[src/hdl/olm_pkg.sv]
// Shared types and constants for the octave band level meter.
// Used by the controller, the datapath, the divider and the top level.
`default_nettype none

package olm_pkg;

	// Field widths
	localparam int IN_W      = 28;
	localparam int MAG_W     = 20;
	localparam int BAND_W    = 4;
	localparam int BAR_W     = 4;
	localparam int CFG_W     = 16;
	localparam int CFG_IDX_W = 2;

	// Quotient bits of the range divide: a grown range stays below twice the old one
	localparam int QR = MAG_W + 1;

	localparam logic [MAG_W-1:0] MAG_MAX = '1;

	// Magnitude estimate weights, Q0.16
	localparam logic [15:0] ALPHA_Q16 = 16'd62942;
	localparam logic [15:0] BETA_Q16  = 16'd26070;

	// Register indexes
	localparam logic [CFG_IDX_W-1:0] CFG_NOISE_FLOOR = 2'd0;
	localparam logic [CFG_IDX_W-1:0] CFG_RANGE_FLOOR = 2'd1;
	localparam logic [CFG_IDX_W-1:0] CFG_BIN_SPACING = 2'd2;

	// Reset values
	localparam logic [CFG_W-1:0] NOISE_FLOOR_RST = 16'd328;
	localparam logic [CFG_W-1:0] RANGE_FLOOR_RST = 16'd4260;
	localparam logic [CFG_W-1:0] BIN_SPACING_RST = 16'd600;
	localparam logic [MAG_W-1:0] AUTO_RANGE_RST  = 20'd4260;

	// Parameter defaults
	localparam int BAND_COUNT_DEF = 9;
	localparam int BAR_ROWS_DEF   = 15;
	localparam int FFT_SIZE_DEF   = 512;

	// Controller to datapath commands
	typedef struct packed {
		logic load;
		logic mul_hi;
		logic mul_lo;
		logic freq;
		logic eval;
		logic fin_src;
		logic bar_prep;
		logic bar_chk;
		logic bar_take;
		logic rng_prep;
		logic rng_start;
		logic rng_take;
		logic emit;
	} ctrl_cmd_t;

	// Datapath to controller status
	typedef struct packed {
		logic close;
		logic frame_end;
		logic last;
		logic bar_direct;
		logic bar_ovf;
		logic rng_keep;
		logic div_done;
		logic out_free;
	} dp_sts_t;

endpackage

`default_nettype wire

[src/hdl/olm_div.sv]
// Restoring divider, one quotient bit per cycle, for bar heights.
// Depends on olm_pkg for the magnitude width and the quotient width.
`default_nettype none

module olm_div #(
	parameter int NUM_W = 26,
	parameter int QB    = 4
) (
	input  logic                      clk,
	input  logic                      arst_n,
	input  logic                      start,
	input  logic [NUM_W-1:0]          num,
	input  logic [olm_pkg::MAG_W-1:0] den,
	output logic                      busy,
	output logic                      done,
	output logic [olm_pkg::QR-1:0]    quo
);
	import olm_pkg::*;

	localparam int CW    = MAG_W + QR - 1;
	localparam int CNT_W = $clog2(QR + 1);

	logic [NUM_W-1:0] rem_q;
	logic [CW-1:0]    dsh_q;
	logic [QR-1:0]    quo_q;
	logic [CNT_W-1:0] cnt_q;
	logic             busy_q;
	logic             done_q;
	logic             ge;

	// Trial subtract against the shifted divisor
	assign ge = CW'(rem_q) >= dsh_q;

	// Count steps, flag completion for one cycle
	always_ff @(posedge clk or negedge arst_n) begin
		if (!arst_n) begin
			cnt_q  <= '0;
			busy_q <= 1'b0;
			done_q <= 1'b0;
		end else if (start) begin
			cnt_q  <= CNT_W'(QB);
			busy_q <= 1'b1;
			done_q <= 1'b0;
		end else if (busy_q) begin
			cnt_q <= cnt_q - CNT_W'(1);
			if (cnt_q == CNT_W'(1)) begin
				busy_q <= 1'b0;
				done_q <= 1'b1;
			end
		end else begin
			done_q <= 1'b0;
		end
	end

	// Shift the divisor down and collect quotient bits
	always_ff @(posedge clk) begin
		if (start) begin
			rem_q <= num;
			dsh_q <= CW'(den) << (QB - 1);
			quo_q <= '0;
		end else if (busy_q) begin
			if (ge) begin
				rem_q <= rem_q - dsh_q[NUM_W-1:0];
			end
			quo_q <= {quo_q[QR-2:0], ge};
			dsh_q <= dsh_q >> 1;
		end
	end

	assign busy = busy_q;
	assign done = done_q;
	assign quo  = quo_q;

endmodule

`default_nettype wire

[src/hdl/olm_ctrl.sv]
// Sequencer for the level meter: steps each bin through magnitude, band and range work.
// Depends on olm_pkg for the command and status structs.
`default_nettype none

module olm_ctrl (
	input  logic                clk,
	input  logic                arst_n,
	input  logic                in_valid,
	output logic                in_ready,
	input  olm_pkg::dp_sts_t    sts,
	output olm_pkg::ctrl_cmd_t  cmd
);
	import olm_pkg::*;

	localparam logic [3:0] ST_IDLE    = 4'd0;
	localparam logic [3:0] ST_MUL_HI  = 4'd1;
	localparam logic [3:0] ST_MUL_LO  = 4'd2;
	localparam logic [3:0] ST_FREQ    = 4'd3;
	localparam logic [3:0] ST_EVAL    = 4'd4;
	localparam logic [3:0] ST_FE      = 4'd5;
	localparam logic [3:0] ST_BAR     = 4'd6;
	localparam logic [3:0] ST_BAR_CHK = 4'd7;
	localparam logic [3:0] ST_DIV     = 4'd8;
	localparam logic [3:0] ST_RNG     = 4'd9;
	localparam logic [3:0] ST_RNG_GO  = 4'd10;
	localparam logic [3:0] ST_RNG_DIV = 4'd11;
	localparam logic [3:0] ST_EMIT    = 4'd12;

	logic [3:0] state_q;
	logic [3:0] state_d;
	logic [3:0] after_bar;

	// After a bar height: the frame's final band goes on to the range update
	assign after_bar = sts.last ? ST_RNG : ST_EMIT;

	// Next state and commands
	always_comb begin
		state_d  = state_q;
		cmd      = '0;
		in_ready = 1'b0;
		case (state_q)
			ST_IDLE: begin
				in_ready = 1'b1;
				if (in_valid) begin
					cmd.load = 1'b1;
					state_d  = ST_MUL_HI;
				end
			end
			ST_MUL_HI: begin
				cmd.mul_hi = 1'b1;
				state_d    = ST_MUL_LO;
			end
			ST_MUL_LO: begin
				cmd.mul_lo = 1'b1;
				state_d    = ST_FREQ;
			end
			ST_FREQ: begin
				cmd.freq = 1'b1;
				state_d  = ST_EVAL;
			end
			ST_EVAL: begin
				cmd.eval = 1'b1;
				if (sts.close) begin
					state_d = ST_BAR;
				end else if (sts.frame_end) begin
					state_d = ST_FE;
				end else begin
					state_d = ST_IDLE;
				end
			end
			ST_FE: begin
				cmd.fin_src = 1'b1;
				state_d     = ST_BAR;
			end
			ST_BAR: begin
				cmd.bar_prep = 1'b1;
				state_d      = sts.bar_direct ? after_bar : ST_BAR_CHK;
			end
			ST_BAR_CHK: begin
				cmd.bar_chk = 1'b1;
				state_d     = sts.bar_ovf ? after_bar : ST_DIV;
			end
			ST_DIV: begin
				if (sts.div_done) begin
					cmd.bar_take = 1'b1;
					state_d      = after_bar;
				end
			end
			ST_RNG: begin
				cmd.rng_prep = 1'b1;
				state_d      = sts.rng_keep ? ST_EMIT : ST_RNG_GO;
			end
			ST_RNG_GO: begin
				cmd.rng_start = 1'b1;
				state_d       = ST_RNG_DIV;
			end
			ST_RNG_DIV: begin
				cmd.rng_take = 1'b1;
				state_d      = ST_EMIT;
			end
			ST_EMIT: begin
				if (sts.out_free) begin
					cmd.emit = 1'b1;
					if (sts.last) begin
						state_d = ST_IDLE;
					end else if (sts.frame_end) begin
						state_d = ST_FE;
					end else begin
						state_d = ST_IDLE;
					end
				end
			end
			default: begin
				state_d = ST_IDLE;
			end
		endcase
	end

	// Hold state
	always_ff @(posedge clk or negedge arst_n) begin
		if (!arst_n) begin
			state_q <= ST_IDLE;
		end else begin
			state_q <= state_d;
		end
	end

	// One bin in flight at a time
	a_one_item: assert property (@(posedge clk) disable iff (!arst_n)
		(in_valid && in_ready) |=> !in_ready)
		else $error("olm_ctrl: second word taken while a bin is in flight");

	// Divider results arrive only while a bar divide is awaited
	a_div_expected: assert property (@(posedge clk) disable iff (!arst_n)
		sts.div_done |-> (state_q == ST_DIV))
		else $error("olm_ctrl: divider finished outside a divide wait");

	// The final word of a frame returns the sequencer to idle
	a_frame_idle: assert property (@(posedge clk) disable iff (!arst_n)
		(cmd.emit && sts.last) |=> in_ready)
		else $error("olm_ctrl: not idle after the final word of a frame");

endmodule

`default_nettype wire

[src/hdl/olm_dp.sv]
// Datapath for the level meter: magnitude estimate, band tracking, bar and range math.
// Depends on olm_pkg and olm_div; driven by olm_ctrl through command and status structs.
`default_nettype none

module olm_dp #(
	parameter int BAND_COUNT = olm_pkg::BAND_COUNT_DEF,
	parameter int BAR_ROWS   = olm_pkg::BAR_ROWS_DEF,
	parameter int FFT_SIZE   = olm_pkg::FFT_SIZE_DEF
) (
	input  logic                               clk,
	input  logic                               arst_n,
	input  olm_pkg::ctrl_cmd_t                 cmd,
	output olm_pkg::dp_sts_t                   sts,
	input  logic signed [olm_pkg::IN_W-1:0]    bin_real,
	input  logic signed [olm_pkg::IN_W-1:0]    bin_imag,
	input  logic                               frame_end,
	input  logic                               cfg_valid,
	input  logic [olm_pkg::CFG_IDX_W-1:0]      cfg_index,
	input  logic [olm_pkg::CFG_W-1:0]          cfg_data,
	input  logic                               out_ready,
	output logic                               out_valid,
	output logic [olm_pkg::BAND_W-1:0]         band_number,
	output logic [olm_pkg::BAR_W-1:0]          bar_height,
	output logic [olm_pkg::MAG_W-1:0]          full_scale,
	output logic [olm_pkg::MAG_W-1:0]          frame_peak,
	output logic                               last_of_frame
);
	import olm_pkg::*;

	localparam int CNT_W  = $clog2(FFT_SIZE / 2);
	localparam int MAG_SH = $clog2(FFT_SIZE) - 1 + 16;
	localparam int RW     = $clog2(BAR_ROWS + 2);
	localparam int QB     = $clog2(BAR_ROWS + 1);
	localparam int NUM_W  = MAG_W + RW;
	localparam int PROD_W = 16 + IN_W;
	localparam int ACC_W  = PROD_W + 1;
	localparam int FW     = CNT_W + 16;
	localparam int EW     = 32;
	localparam int CW     = MAG_W + QR - 1;
	// Reciprocal of the row count, exact for every scaled range below 2^NUM_W
	localparam int RCP_SH = NUM_W + $clog2(BAR_ROWS);
	localparam int RCP_W  = NUM_W + 1;
	localparam int RP_W   = NUM_W + RCP_W;
	localparam logic [RCP_W-1:0]  RCP      = RCP_W'((64'd1 << RCP_SH) / BAR_ROWS + 1);
	localparam logic [CNT_W-1:0]  BIN_MAX  = CNT_W'(FFT_SIZE / 2 - 1);
	localparam logic [BAND_W-1:0] BAND_TOP = BAND_W'(BAND_COUNT - 1);

	// Configuration registers
	logic [CFG_W-1:0] noise_q;
	logic [CFG_W-1:0] rfloor_q;
	logic [CFG_W-1:0] spacing_q;

	// Working registers
	logic [IN_W-1:0]   hi_q;
	logic [IN_W-1:0]   lo_q;
	logic              fe_q;
	logic [ACC_W-1:0]  acc_q;
	logic [MAG_W-1:0]  mag_q;
	logic [FW-1:0]     freq_q;
	logic [MAG_W-1:0]  bsrc_q;
	logic [BAND_W-1:0] rep_band_q;
	logic              last_q;
	logic [QB-1:0]     bar_q;
	logic              grow_q;
	logic [QR-1:0]     rng_quo_q;

	// Frame state
	logic [CNT_W-1:0]  bin_cnt_q;
	logic [BAND_W-1:0] band_q;
	logic [MAG_W-1:0]  band_peak_q;
	logic [MAG_W-1:0]  peak_q;
	logic [MAG_W-1:0]  range_q;

	// Output register
	logic              out_valid_q;
	logic [BAND_W-1:0] band_o_q;
	logic [BAR_W-1:0]  bar_o_q;
	logic [MAG_W-1:0]  full_o_q;
	logic [MAG_W-1:0]  peak_o_q;
	logic              last_o_q;

	// Combinational
	logic [IN_W-1:0]        re_u;
	logic [IN_W-1:0]        im_u;
	logic [IN_W-1:0]        abs_re;
	logic [IN_W-1:0]        abs_im;
	logic [15:0]            mul_a;
	logic [IN_W-1:0]        mul_b;
	logic [PROD_W-1:0]      prod;
	logic [ACC_W-1:0]       mag_full;
	logic [MAG_W-1:0]       mag_sat;
	logic [MAG_W-1:0]       noise_ext;
	logic [MAG_W-1:0]       fl_ext;
	logic [EW-1:0]          edge_hz;
	logic                   close;
	logic                   grow;
	logic                   shrink;
	logic [MAG_W+1:0]       range_x3;
	logic                   bar_zero;
	logic                   bar_full;
	logic [NUM_W-1:0]       div_num;
	logic [MAG_W-1:0]       bar_den;
	logic                   bar_ovf;
	logic                   div_go;
	logic                   div_busy;
	logic                   div_done;
	logic [QR-1:0]          div_quo;
	logic [QB-1:0]          bar_div;
	logic [RP_W-1:0]        rcp_prod;
	logic [MAG_W-1:0]       rng_new;
	logic [BAR_W+QB-1:0]    bar_ext;
	logic                   out_free;

	// Absolute parts of the bin
	assign re_u   = bin_real;
	assign im_u   = bin_imag;
	assign abs_re = re_u[IN_W-1] ? (~re_u + IN_W'(1)) : re_u;
	assign abs_im = im_u[IN_W-1] ? (~im_u + IN_W'(1)) : im_u;

	assign noise_ext = MAG_W'(noise_q);
	assign fl_ext    = (rfloor_q == '0) ? MAG_W'(1) : MAG_W'(rfloor_q);

	// Shared multiplier operand select
	always_comb begin
		mul_a = '0;
		mul_b = '0;
		if (cmd.mul_hi) begin
			mul_a = ALPHA_Q16;
			mul_b = hi_q;
		end else if (cmd.mul_lo) begin
			mul_a = BETA_Q16;
			mul_b = lo_q;
		end else if (cmd.freq) begin
			mul_a = spacing_q;
			mul_b = IN_W'(bin_cnt_q);
		end else if (cmd.bar_prep) begin
			mul_a = 16'(BAR_ROWS);
			mul_b = IN_W'(bsrc_q - noise_ext);
		end else if (cmd.rng_prep) begin
			mul_a = grow ? 16'(BAR_ROWS + 1) : 16'(BAR_ROWS - 1);
			mul_b = IN_W'(range_q);
		end
	end

	assign prod = PROD_W'(mul_a) * PROD_W'(mul_b);

	// Scale by 2/N and drop the fraction, saturate to the magnitude width
	assign mag_full = acc_q >> MAG_SH;
	assign mag_sat  = (mag_full > ACC_W'(MAG_MAX)) ? MAG_MAX : mag_full[MAG_W-1:0];

	// Band edge in sixteenths of a hertz: 2^(band+5) Hz
	assign edge_hz = EW'(1) << ({1'b0, band_q} + 5'd9);
	assign close   = (band_q < BAND_TOP) && (EW'(freq_q) > edge_hz);

	// Range grow and shrink decisions
	assign range_x3 = ({2'b00, range_q} << 1) + {2'b00, range_q};
	assign grow     = {peak_q, 2'b00} > range_x3;
	assign shrink   = {1'b0, peak_q, 1'b0} < {2'b00, range_q};

	// Bar early outs
	assign bar_zero = bsrc_q <= noise_ext;
	assign bar_full = range_q <= noise_ext;

	// Divider operands
	assign div_num = acc_q[NUM_W-1:0];
	assign bar_den = range_q - noise_ext;
	assign bar_ovf = CW'(div_num) >= (CW'(bar_den) << QB);
	assign div_go  = cmd.bar_chk && !bar_ovf;

	olm_div #(
		.NUM_W (NUM_W),
		.QB    (QB)
	) u_div (
		.clk    (clk),
		.arst_n (arst_n),
		.start  (div_go),
		.num    (div_num),
		.den    (bar_den),
		.busy   (div_busy),
		.done   (div_done),
		.quo    (div_quo)
	);

	// Scale the range by a multiply with the reciprocal of the row count
	assign rcp_prod = RP_W'(div_num) * RP_W'(RCP);

	// Saturate the bar quotient, clamp or floor the new range
	assign bar_div = (div_quo > QR'(BAR_ROWS)) ? QB'(BAR_ROWS) : div_quo[QB-1:0];

	always_comb begin
		if (grow_q) begin
			rng_new = (rng_quo_q > QR'(MAG_MAX)) ? MAG_MAX : rng_quo_q[MAG_W-1:0];
		end else begin
			rng_new = (rng_quo_q[MAG_W-1:0] < fl_ext) ? fl_ext : rng_quo_q[MAG_W-1:0];
		end
	end

	assign bar_ext  = {BAR_W'(0), bar_q};
	assign out_free = !out_valid_q || out_ready;

	// Configuration writes
	always_ff @(posedge clk or negedge arst_n) begin
		if (!arst_n) begin
			noise_q   <= NOISE_FLOOR_RST;
			rfloor_q  <= RANGE_FLOOR_RST;
			spacing_q <= BIN_SPACING_RST;
		end else if (cfg_valid) begin
			case (cfg_index)
				CFG_NOISE_FLOOR: noise_q   <= cfg_data;
				CFG_RANGE_FLOOR: rfloor_q  <= cfg_data;
				CFG_BIN_SPACING: spacing_q <= cfg_data;
				default: begin
				end
			endcase
		end
	end

	// Capture the bin, accumulate the estimate, compute magnitude and frequency
	always_ff @(posedge clk) begin
		if (cmd.load) begin
			hi_q <= (abs_re > abs_im) ? abs_re : abs_im;
			lo_q <= (abs_re > abs_im) ? abs_im : abs_re;
			fe_q <= frame_end;
		end
		if (cmd.mul_hi || cmd.bar_prep || cmd.rng_prep) begin
			acc_q <= ACC_W'(prod);
		end else if (cmd.mul_lo) begin
			acc_q <= acc_q + ACC_W'(prod);
		end
		if (cmd.freq) begin
			freq_q <= prod[FW-1:0];
			mag_q  <= mag_sat;
		end
		if (cmd.rng_prep) begin
			grow_q <= grow;
		end
		if (cmd.rng_start) begin
			rng_quo_q <= rcp_prod[RCP_SH +: QR];
		end
	end

	// Select the band to report and settle its bar height
	always_ff @(posedge clk) begin
		if (cmd.eval && close) begin
			bsrc_q     <= band_peak_q;
			rep_band_q <= band_q;
		end else if (cmd.fin_src) begin
			bsrc_q     <= band_peak_q;
			rep_band_q <= band_q;
		end
		if (cmd.bar_prep && bar_zero) begin
			bar_q <= '0;
		end else if (cmd.bar_prep && bar_full) begin
			bar_q <= QB'(BAR_ROWS);
		end else if (cmd.bar_chk && bar_ovf) begin
			bar_q <= QB'(BAR_ROWS);
		end else if (cmd.bar_take) begin
			bar_q <= bar_div;
		end
	end

	// Frame state: bin count, band, peaks and range
	always_ff @(posedge clk or negedge arst_n) begin
		if (!arst_n) begin
			bin_cnt_q   <= '0;
			band_q      <= '0;
			band_peak_q <= '0;
			peak_q      <= '0;
			range_q     <= AUTO_RANGE_RST;
			last_q      <= 1'b0;
		end else begin
			if (cmd.eval) begin
				last_q <= 1'b0;
				if (mag_q > peak_q) begin
					peak_q <= mag_q;
				end
				if (close) begin
					band_q      <= band_q + BAND_W'(1);
					band_peak_q <= mag_q;
				end else if (mag_q > band_peak_q) begin
					band_peak_q <= mag_q;
				end
				if (!fe_q && bin_cnt_q < BIN_MAX) begin
					bin_cnt_q <= bin_cnt_q + CNT_W'(1);
				end
			end
			if (cmd.fin_src) begin
				last_q <= 1'b1;
			end
			if (cmd.rng_take) begin
				range_q <= rng_new;
			end
			// Drop frame state but the range after its final word
			if (cmd.emit && last_q) begin
				bin_cnt_q   <= '0;
				band_q      <= '0;
				band_peak_q <= '0;
				peak_q      <= '0;
				last_q      <= 1'b0;
			end
		end
	end

	// Output word valid
	always_ff @(posedge clk or negedge arst_n) begin
		if (!arst_n) begin
			out_valid_q <= 1'b0;
		end else if (cmd.emit) begin
			out_valid_q <= 1'b1;
		end else if (out_ready) begin
			out_valid_q <= 1'b0;
		end
	end

	// Output word payload
	always_ff @(posedge clk) begin
		if (cmd.emit) begin
			band_o_q <= rep_band_q;
			bar_o_q  <= bar_ext[BAR_W-1:0];
			full_o_q <= range_q;
			peak_o_q <= peak_q;
			last_o_q <= last_q;
		end
	end

	assign out_valid     = out_valid_q;
	assign band_number   = band_o_q;
	assign bar_height    = bar_o_q;
	assign full_scale    = full_o_q;
	assign frame_peak    = peak_o_q;
	assign last_of_frame = last_o_q;

	// Status to the controller
	always_comb begin
		sts            = '0;
		sts.close      = close;
		sts.frame_end  = fe_q;
		sts.last       = last_q;
		sts.bar_direct = bar_zero || bar_full;
		sts.bar_ovf    = bar_ovf;
		sts.rng_keep   = !grow && !shrink;
		sts.div_done   = div_done;
		sts.out_free   = out_free;
	end

	// A divide never restarts while one is running
	a_div_idle: assert property (@(posedge clk) disable iff (!arst_n)
		div_go |-> !div_busy)
		else $error("olm_dp: divider started while busy");

	// The final word of a frame clears the peak, band and bin count
	a_frame_clr: assert property (@(posedge clk) disable iff (!arst_n)
		(cmd.emit && last_q) |=> (peak_q == '0 && band_q == '0 && bin_cnt_q == '0))
		else $error("olm_dp: frame state not cleared after the final word");

	// A shrunk range never falls below its floor
	a_rng_floor: assert property (@(posedge clk) disable iff (!arst_n)
		(cmd.rng_take && !grow_q) |=> (range_q >= fl_ext))
		else $error("olm_dp: range below floor after a shrink");

endmodule

`default_nettype wire

[src/hdl/octave_band_level_meter.sv]
// Each bin passes the multiply, frequency and evaluation states; one that closes a band adds
// the bar work before its word is registered: prepare, then check and divide unless the bar
// settles early. The divider yields one quotient bit per cycle, QB = clog2(BAR_ROWS+1) bits,
// 4 by default. The frame's last bin adds a final source step, the same bar work and the range
// update. Throughput: one bin at a time; outputs sit in a register so a stalled consumer does not
// block the next bin until a word must be written. Reset initialises control and frame state.
`default_nettype none

module octave_band_level_meter #(
	parameter int BAND_COUNT = olm_pkg::BAND_COUNT_DEF,
	parameter int BAR_ROWS   = olm_pkg::BAR_ROWS_DEF,
	parameter int FFT_SIZE   = olm_pkg::FFT_SIZE_DEF
) (
	input  logic                            clk,
	input  logic                            arst_n,
	input  logic                            in_valid,
	output logic                            in_ready,
	input  logic signed [olm_pkg::IN_W-1:0] bin_real,
	input  logic signed [olm_pkg::IN_W-1:0] bin_imag,
	input  logic                            frame_end,
	output logic                            out_valid,
	input  logic                            out_ready,
	output logic [olm_pkg::BAND_W-1:0]      band_number,
	output logic [olm_pkg::BAR_W-1:0]       bar_height,
	output logic [olm_pkg::MAG_W-1:0]       full_scale,
	output logic [olm_pkg::MAG_W-1:0]       frame_peak,
	output logic                            last_of_frame,
	input  logic                            cfg_valid,
	output logic                            cfg_ready,
	input  logic [olm_pkg::CFG_IDX_W-1:0]   cfg_index,
	input  logic [olm_pkg::CFG_W-1:0]       cfg_data
);
	import olm_pkg::*;

	ctrl_cmd_t cmd;
	dp_sts_t   sts;

	// Registers take a word in any cycle
	assign cfg_ready = 1'b1;

	olm_ctrl u_ctrl (
		.clk      (clk),
		.arst_n   (arst_n),
		.in_valid (in_valid),
		.in_ready (in_ready),
		.sts      (sts),
		.cmd      (cmd)
	);

	olm_dp #(
		.BAND_COUNT (BAND_COUNT),
		.BAR_ROWS   (BAR_ROWS),
		.FFT_SIZE   (FFT_SIZE)
	) u_dp (
		.clk           (clk),
		.arst_n        (arst_n),
		.cmd           (cmd),
		.sts           (sts),
		.bin_real      (bin_real),
		.bin_imag      (bin_imag),
		.frame_end     (frame_end),
		.cfg_valid     (cfg_valid),
		.cfg_index     (cfg_index),
		.cfg_data      (cfg_data),
		.out_ready     (out_ready),
		.out_valid     (out_valid),
		.band_number   (band_number),
		.bar_height    (bar_height),
		.full_scale    (full_scale),
		.frame_peak    (frame_peak),
		.last_of_frame (last_of_frame)
	);

endmodule

`default_nettype wire
[config.mk]
export PLATFORM = sky130hd
export DESIGN_NAME = octave_band_level_meter
export DESIGN_NICKNAME = d
export VERILOG_FILES = /design/src/hdl/olm_pkg.sv /design/src/hdl/olm_div.sv /design/src/hdl/olm_ctrl.sv /design/src/hdl/olm_dp.sv /design/src/hdl/octave_band_level_meter.sv
export SDC_FILE = /design/constraint.sdc
export NUM_CORES = 2
export LEC_CHECK = 0
export BUFFER_PORTS_ARGS = -buffer_cell sky130_fd_sc_hd__buf_2
export CAP_MARGIN = 10
export CORE_MARGIN = 2
export CORE_UTILIZATION = 55
export CTS_CLUSTER_DIAMETER = 200
export DETAILED_ROUTE_END_ITERATION = 7
export PLACE_DENSITY = 0.7
export SLEW_MARGIN = 10
export SYNTH_ARGS = -nofsm -noshare
export SYNTH_HDL_FRONTEND = slang
export SYNTH_SLANG_ARGS = --single-unit
[constraint.sdc]
create_clock -name clk -period 16.4 [get_ports clk]
set_input_delay 0 -clock clk [delete_from_list [all_inputs] [get_ports clk]]
set_output_delay 0 -clock clk [all_outputs]
set_load 0.02 [all_outputs]
==> impl_metrics.py <==
metrics = {
    "status": {
        "run_status": "finished clean",
    },
    "logic_synthesis": {
        "syn_area_um2": 48400,
        "ys_ff_latch": 447,
        "ys_seq_area_share_pct": 25.8,
        "synth_top_area_cell": "fa_1",
        "yosys.area.top_type_share_pct": 18.8,
        "yosysWarnings": 0,
        "ys_types": 88,
        "synth_edf_count": 285,
        "syn_avg_cell_area_um2": 9.59,
        "synth_area_leaders": "fa_1 19%, edfxtp_1 18%, ha_1 16%",
        "syn_inst": 5052,
        "synthFlopType": "edfxtp_1",
        "ys_async_sr_fraction_pct": 29.8,
    },
    "routing": {
        "ant_nets": 0,
        "avgViaCountPerCell": 5.79,
        "drt_iter0_markers": 2940,
        "vias": 37829,
        "drt-total-wl_um": 143000,
        "wl_per_cell_um": 22.0,
        "drtPass1Iterations": 6,
        "drc": 0,
    },
    "finish": {
        "layout_commonest_cell": "inv_1",
        "fill_cells": 7308,
        "syn2layout_area_growth_pct": 10.7,
        "multi_input_area_um2": 32500,
        "drive_gt1_share_pct": 7.35,
        "nNetsFinal": 6495,
        "regArea_um2": 12500,
        "mostFrequentLayoutCells": "863 x inv_1, 628 x ha_1, 456 x fa_1",
    },
    "clocking": {
        "cts_hold_buf": 117,
        "cts_inserted_buffers": 51,
        "cts_setup_buffers": 0,
        "root_buffer": "clkbuf_16",
        "cts_max_path_buffers": 3,
        "htree_levels": 2,
        "cts_tree": "done",
        "postCtsResizedCells": 0,
        "cts.sinks": 447,
        "clkSlewWorstSetupHoldPaths_ns": 0.06,
        "insertion_delay_ns": 0.63,
    },
    "floorplanning": {
        "io_pins": 132,
        "row_count": 108,
        "core_area_um2": 87000,
        "die_h_um": 301,
        "start_util_pct": 55.7,
        "die_w_um": 301,
        "die-area_um2": 90500,
    },
    "sta": {
        "fin_crit_sh_pct": 86.4,
        "finClkSkew_ns": 0.0303,
        "slew_viol_final": 0,
        "setup_viol": 0,
        "fin_setup_tns_ns": 0,
        "min_period_ns": 14.17,
        "rsz0062_at_grt": "no",
        "maxSlewHeadroom_pct": 19.6,
        "fmax_mhz": 70.6,
        "worst_pin_slew_ns": 1.20,
        "hold_viol": 0,
    },
    "global_routing": {
        "track_usage_pct": 32.2,
        "grt_antenna_before_repair": 6,
        "grt_max_degree": 89,
        "grt_pass1_wl_um": 222000,
        "grt_overflow_total": 0,
        "grt_pass1_vias": 38162,
    },
    "run": {
        "drv_cap": 0,
    },
    "setup_path": {
        "crit_required_ns": 16.77,
        "start_kind": "flop",
        "criticalPathCategory": "flop to flop",
        "cp_slowest_cell": "a21boi_2",
        "arrival_ns": 14.54,
        "worstPathMaxFanout": 20,
        "crit_path_end_kind": "flop",
        "r2r_slack_ns": 2.23,
        "crit_top_cell": "a21oi_1",
        "cp_slowest_stage_delay_ns": 0.91,
    },
    "placed_design": {
        "dpl.hpwl_um": 115000,
        "numPortBuffers": 130,
        "gp_congestion": 0.983,
    },
    "hold_path": {
        "hold_class": "primary input to async pin",
    },
}
critical path: cells and delay by family, from the launching register on:
kind	cells	cell delay [ns]
AND/OR/NAND/NOR	3	0.86
AO/OA/AOI/OAI	32	6.42
XOR/XNOR	3	0.68
multiplexers	1	0.27
adder cells (fa/ha/maj)	10	4.65
flip-flops	1	0.59
buffers and inverters	6	0.45
final timing paths:
path / cells past startpoint / startpoint / endpoint
worst max-delay path: 55 / u_dp.range_q[1] / u_dp.acc_q[43]
worst max register to register: 55 / u_dp.range_q[1] / u_dp.acc_q[43]
worst min register to register: 0 / u_dp.bar_q[3] / u_dp.bar_height[3]
min in group clk: 3 / bin_imag[13] / u_dp.hi_q[13]
worst min-delay path: 2 / arst_n / u_dp.u_div.cnt_q[0]
max in group asynchronous: 3 / arst_n / u_dp.band_peak_q[16]
cell type report:
| class | instances | share of cell area [%] |
|---|---|---|
| Tap cell | 1155 | 2.70 |
| Timing Repair Buffer | 296 | 4.10 |
| Antenna cell | 1 | 0.00467 |
| Clock buffer | 68 | 2.59 |
| Sequential cell | 447 | 23.3 |
| Multi-Input combinational cell | 3672 | 60.7 |
| Clock inverter | 28 | 0.614 |
| Inverter | 863 | 6.04 |
logic make-up (layout without fill, tap and decap cells):
group                      Yosys count  in the layout  share of synthesized area, %
adders and majority gates         1084           1084                          35.1
buffers and inverters              996           1255                          7.78
muxes                              151            151                          3.23
AOI/OAI and AO/OA                  904            904                          11.9
xor gates and xnor gates           216            216                          3.91
and+or+nand+nor                   1252           1252                          12.3
other                                2             66                        0.0155
DFF                                447            447                          25.8
cell usage after synthesis, types with 13 or more instances:
| cell | instances |
|---|---|
| o21bai_1 | 23 |
| nor3_1 | 56 |
| a21o_1 | 128 |
| dfrtp_1 | 118 |
| nand3_1 | 82 |
| buf_1 | 20 |
| o211ai_1 | 16 |
| xnor2_1 | 113 |
| or3_1 | 24 |
| mux2i_1 | 110 |
| o31ai_1 | 38 |
| xor2_1 | 103 |
| buf_2 | 13 |
| nor2b_1 | 54 |
| dfstp_2 | 15 |
| or2_2 | 35 |
| ha_1 | 628 |
| dfxtp_1 | 29 |
| inv_1 | 863 |
| nand4_1 | 60 |
| edfxtp_1 | 285 |
| o21ai_0 | 220 |
| nand2_1 | 377 |
| fa_1 | 456 |
| nand2b_1 | 63 |
| and3_1 | 33 |
| nor2_1 | 348 |
| mux2_2 | 41 |
| and2_1 | 30 |
| a31oi_1 | 29 |
| a21oi_1 | 248 |
| clkbuf_1 | 96 |
| nor4_1 | 24 |
| a211oi_1 | 20 |
| nor3b_1 | 18 |
| a221oi_1 | 13 |
| nand3b_1 | 16 |
| o21a_1 | 32 |
metal layers:
metal | track usage, % | up-vias | wire length, um
met5 | 0 | - | 54
met1 | 42.1 | 18450 | 58300
met3 | 7.81 | 356 | 13200
met4 | 14.9 | 8 | 7750
met2 | 50.6 | 1470 | 64100
li1 | - | 17545 | -
registers in the layout, summed over array words and instances (netlist names), 5 cells and up:
name              count
u_dp.acc_q           45
u_dp.band_peak_q     20
u_dp.bin_cnt_q        8
u_dp.bsrc_q          20
u_dp.frame_peak      20
u_dp.freq_q          24
u_dp.full_scale      20
u_dp.hi_q            28
u_dp.lo_q            28
u_dp.mag_q           20
u_dp.noise_q         16
u_dp.peak_q          20
u_dp.range_q         20
u_dp.rfloor_q        16
u_dp.rng_quo_q       21
u_dp.spacing_q       16
u_dp.u_div.cnt_q      5
u_dp.u_div.dsh_q     23
u_dp.u_div.quo       21
u_dp.u_div.rem_q     25
through the flow:
step	std cells	utilization, %	worst slack [ns]	hold WS [ns]	area [um^2]
floorplan	5115	-	4.05	-0.296	48700
global placement	6316	58.3	2.58	0.153	50700
detailed placement	6316	58.3	2.38	0.149	50700
CTS	6529	61.6	2.31	0.0191	53600
global route	6529	61.6	1.33	0.0942	53600
finish	6530	61.6	2.23	0.0238	53600
Power is left out: the tool's default activity adds up to more than one toggle a clock period on the data nets, which glitch-free logic cannot reach.
